$ cat src/hdl/vmt_pkg.sv
`timescale 1ns / 1ps

package vmt_pkg;

	localparam int LANES       = 4;
	localparam int SQRT_STAGES = 32;
	localparam int DIV_BITS    = 34;
	// pipeline positions, counted in register stages from the input
	localparam int SUM_AT      = 3;
	localparam int LEN_AT      = SUM_AT + SQRT_STAGES;
	localparam int RES_AT      = LEN_AT + DIV_BITS + 3;

	typedef logic signed [31:0] fix_t;
	typedef logic signed [32:0] diff_t;

	typedef struct packed {
		logic [LANES-1:0][31:0] cur;
		logic [LANES-1:0][31:0] goal;
		logic [31:0]            step;
	} side_t;

endpackage

$ cat src/hdl/vmt_lane_sq.sv
`timescale 1ns / 1ps

module vmt_lane_sq (
	input  logic                 clk,
	input  logic                 en,
	input  vmt_pkg::fix_t        cur,
	input  vmt_pkg::fix_t        goal,
	output vmt_pkg::diff_t       d_s1,
	output logic [64:0]          sq_s2
);
	import vmt_pkg::*;

	logic [32:0] mag;

	assign mag = d_s1[32] ? 33'(-d_s1) : 33'(d_s1);

	always_ff @(posedge clk) begin
		if (en) begin
			d_s1  <= 33'(goal) - 33'(cur);
			sq_s2 <= 65'(66'(mag) * 66'(mag));
		end
	end

endmodule

$ cat config.mk
export PLATFORM = sky130hd
export DESIGN_NAME = vmt_lane_sq
export DESIGN_NICKNAME = d
export VERILOG_FILES = /design/src/hdl/vmt_pkg.sv /design/src/hdl/vmt_lane_sq.sv
export SDC_FILE = /design/constraint.sdc
export NUM_CORES = 2
export LEC_CHECK = 0
export ABC_AREA = 1
export BUFFER_PORTS_ARGS = -buffer_cell sky130_fd_sc_hd__buf_2
export CORE_AREA = 4 4 336 338
export CTS_BUF_LIST = sky130_fd_sc_hd__clkbuf_4 sky130_fd_sc_hd__clkbuf_8
export DETAILED_ROUTE_END_ITERATION = 12
export DIE_AREA = 0 0 340 342
export PLACE_DENSITY_LB_ADDON = 0.15
export SLEW_MARGIN = 0
export SYNTH_ARGS = -nofsm -noshare
export SYNTH_HDL_FRONTEND = slang
export SYNTH_SLANG_ARGS = --single-unit
$ cat constraint.sdc
create_clock -name clk -period 7.3 [get_ports clk]
set_input_delay 1.095 -clock clk [delete_from_list [all_inputs] [get_ports clk]]
set_output_delay 1.095 -clock clk [all_outputs]
set_load 0.02 [all_outputs]
==> impl_metrics.toml <==
[worst_setup_path]
worst-path-buf-inv = 12
family_of_cells_with_the_greatest_summed_delay_on_the_critical_path = "adder cells"
path_class = "reg -> reg"
endpoint_kind = "flop"
cp-start-kind = "flop"
crit_path_top_delay_cell = "sky130_fd_sc_hd__fa_2"
crit_fanout = 6
critPathMaxStageDelay_ps = 610
worstPathArrival_ps = 8230
cp.required_ps = 7520
setup.reg_to_reg.worst_slack_ps = -710
critical-path-top-cell-by-count = "sky130_fd_sc_hd__fa_1"

[routing]
num_vias = 32600
post-route-drc-count = 0
wire_length_per_cell_um = 19.7
route.antenna.remaining_nets = 0
wl_met3_um = 10300
dr.max_layer_used = "met4"
met2WireLength_um = 62700
finalWirelength_um = 140000
m1WireLength_um = 61800
drt_iter0_markers = 1963
detail_route.first_pass.iterations = 5
via_per_inst = 4.59

[global_routing]
grt_first_pass_wirelength_um = 213000
grt_start_max_net_pins = 58
gr-usage-all-layers_pct = 24.5
antenna_found_initial = 2
via_count_of_the_first_global_routing_pass = 35000
global_route.overflow_total = 0

[run_status]
violated_checks = "setup timing"
run_status = "finished with violations"

[yosys]
async_reset_ff_share_pct = 0
netlist-cell-type-count = 45
synth_warnings = 0
synth_edf_count = 97
area_fraction_of_the_dominant_cell_type_after_synthesis_pct = 45.2
syn-instance-count = 4712
dominantRegCellSynth = "sky130_fd_sc_hd__edfxtp_1"
syn-cell-area_sq_um = 38300
synth.area.top_cells = "sky130_fd_sc_hd__fa_1, sky130_fd_sc_hd__inv_1, sky130_fd_sc_hd__ha_1"
yosys.area.top_type = "sky130_fd_sc_hd__fa_1"
portion_of_the_post_synthesis_area_used_by_sequential_elements_pct = 7.61
ys_seq_elements = 97
avgSynthCellArea_sq_um = 8.12

[sta]
fin_skew_ps = 34.0
fmax_mhz = 125
slew-limit-headroom_pct = 43.3
rsz0062_at_grt = "true"
tightestPinTransition_ps = 841
finalCritPeriodShare_pct = 110
setup-tns-final_ps = -26420
worst_setup_slack_final_ps = -708
setup_viol = 50
finalHoldViolCount = 0
maxSlewViolCount = 0
holdWs_ps = 717
finalCriticalPeriod_ps = 8010

[clocking]
insertion_delay_ps = 460
cts_max_level = 3
cts_buffer_depth = 2
post_cts_clock_slew_at_the_launch_and_capture_registers_of_the_worst_setup_and_hold_paths_ps = 120
tritoncts_num_sinks = 97
cts_tree = "yes"
cts_inserted_buffers = 9
cts_root_buffer = "sky130_fd_sc_hd__clkbuf_8"

[final_layout]
most-common-layout-cells = "sky130_fd_sc_hd__inv_1, sky130_fd_sc_hd__fa_1, sky130_fd_sc_hd__nand2_1"
finalCoreUtilization_pct = 46.4
layout-area-overhead-vs-synth_pct = 33.3
final_layout_size_suffix_gt1_share_pct = 30.3
commonest_non_fill_non_tap_cell_in_the_layout = "sky130_fd_sc_hd__inv_1"
fillerInstances = 11000
num-nets-final = 6821
post-route-cell-area_sq_um = 51000

[floorplan]
core_area_sq_um = 110000
initial_standard_cell_utilization_of_the_core_pct = 34.8
design.die.area_sq_um = 116000
die_ht_um = 342
floorplan.io_pins = 164
die_w_um = 340
core.rowCount = 122

[flow_run]
drv.max_cap_violation_count = 0

[hold_path]
holdCritPathClass = "reg -> reg"

[placed_design]
place_hpwl_um = 122000
placer_congestion_estimate = 0.943
port_buffers = 162
placed_area_sq_um = 46700
[cell type report]
type / instances / area (sq um) / share of cell area (%)
repair buffers: 946 / 7750 / 15.2
repair inverters: 1 / 8.76 / 0.0172
multi-input cells: 3037 / 32500 / 63.7
diodes: 3 / 7.51 / 0.0147
clock buffers: 9 / 124 / 0.243
well taps: 1488 / 1860 / 3.65
flip-flops and latches: 97 / 2910 / 5.71
clock inverters: 7 / 76.3 / 0.150
inverters: 1505 / 5780 / 11.3
[per-stage QoR]
step	worst slack, ps	cells
finish	-708	7093
detailed placement	-1050	6987
global placement	-1080	6987
floorplan	-174	4736
global route	-976	7091
CTS	-635	7052
[cells by family (layout without fill, tap and decap cells)]
| group | after synthesis | after routing | share of synthesized area, % |
|---|---|---|---|
| buf+inv | 1602 | 2468 | 16.2 |
| simple gates | 1570 | 1570 | 16.7 |
| fa+ha+maj | 1158 | 1158 | 54.8 |
| compound gates | 214 | 214 | 3.09 |
| flops | 97 | 97 | 7.61 |
| xor+xnor | 69 | 69 | 1.60 |
| other cells | 2 | 29 | 0.0196 |
[sequential cells by signal, summed over array words and instances (netlist names)]
signal / count
d_s1: 33
sq_s2: 64
[layer usage]
layer / vias to the layer above / track usage, %
met5: - / 0
met2: 888 / 38.5
li1: 15200 / -
met1: 16300 / 34.4
met3: 161 / 5.23
met4: 0 / 6.84
[final timing paths]
check | start | cells past startpoint | endpoint
worst max-delay path | d_s1[0] | 36 | sq_s2[48]
worst min-delay path | d_s1[1] | 2 | sq_s2[2]
worst min register to register | d_s1[1] | 2 | sq_s2[2]
worst max register to register | d_s1[0] | 36 | sq_s2[48]
[worst reg2reg max path: cells and delay by family (launching register included)]
kind | cells | cell delay (ps)
adders and majority gates | 10 | 4530
and+or+nand+nor | 13 | 1330
buffers and inverters | 12 | 1310
DFF | 1 | 480
AOI/OAI and AO/OA | 1 | 130
[synth_stat cells, drive strengths merged (3+ instances only)]
cell type,number
inv,1504
nand3b,9
nor2,429
o21ai,64
o21bai,24
edfxtp,97
a21oi,107
nor4,3
xnor2,13
nand2,941
a21boi,6
ha,293
a31oi,4
or2,13
nor3,20
xor2,56
buf,77
clkbuf,20
and2,3
a21o,4
nand3,109
fa,865
nand4,40
[what timing repair did]
item | 4_1_cts | 5_1_grt
setup endpoints to repair | 52 | 54
pin swaps | 123 | 205
resized for setup | 448 | 481
buffers inserted | 50 | 45
hold buffers | 0 | 0
cloned | 1 | 1
Power is not shown: default switching activity piles up to over one toggle a cycle in this logic, so the estimate is an artifact.
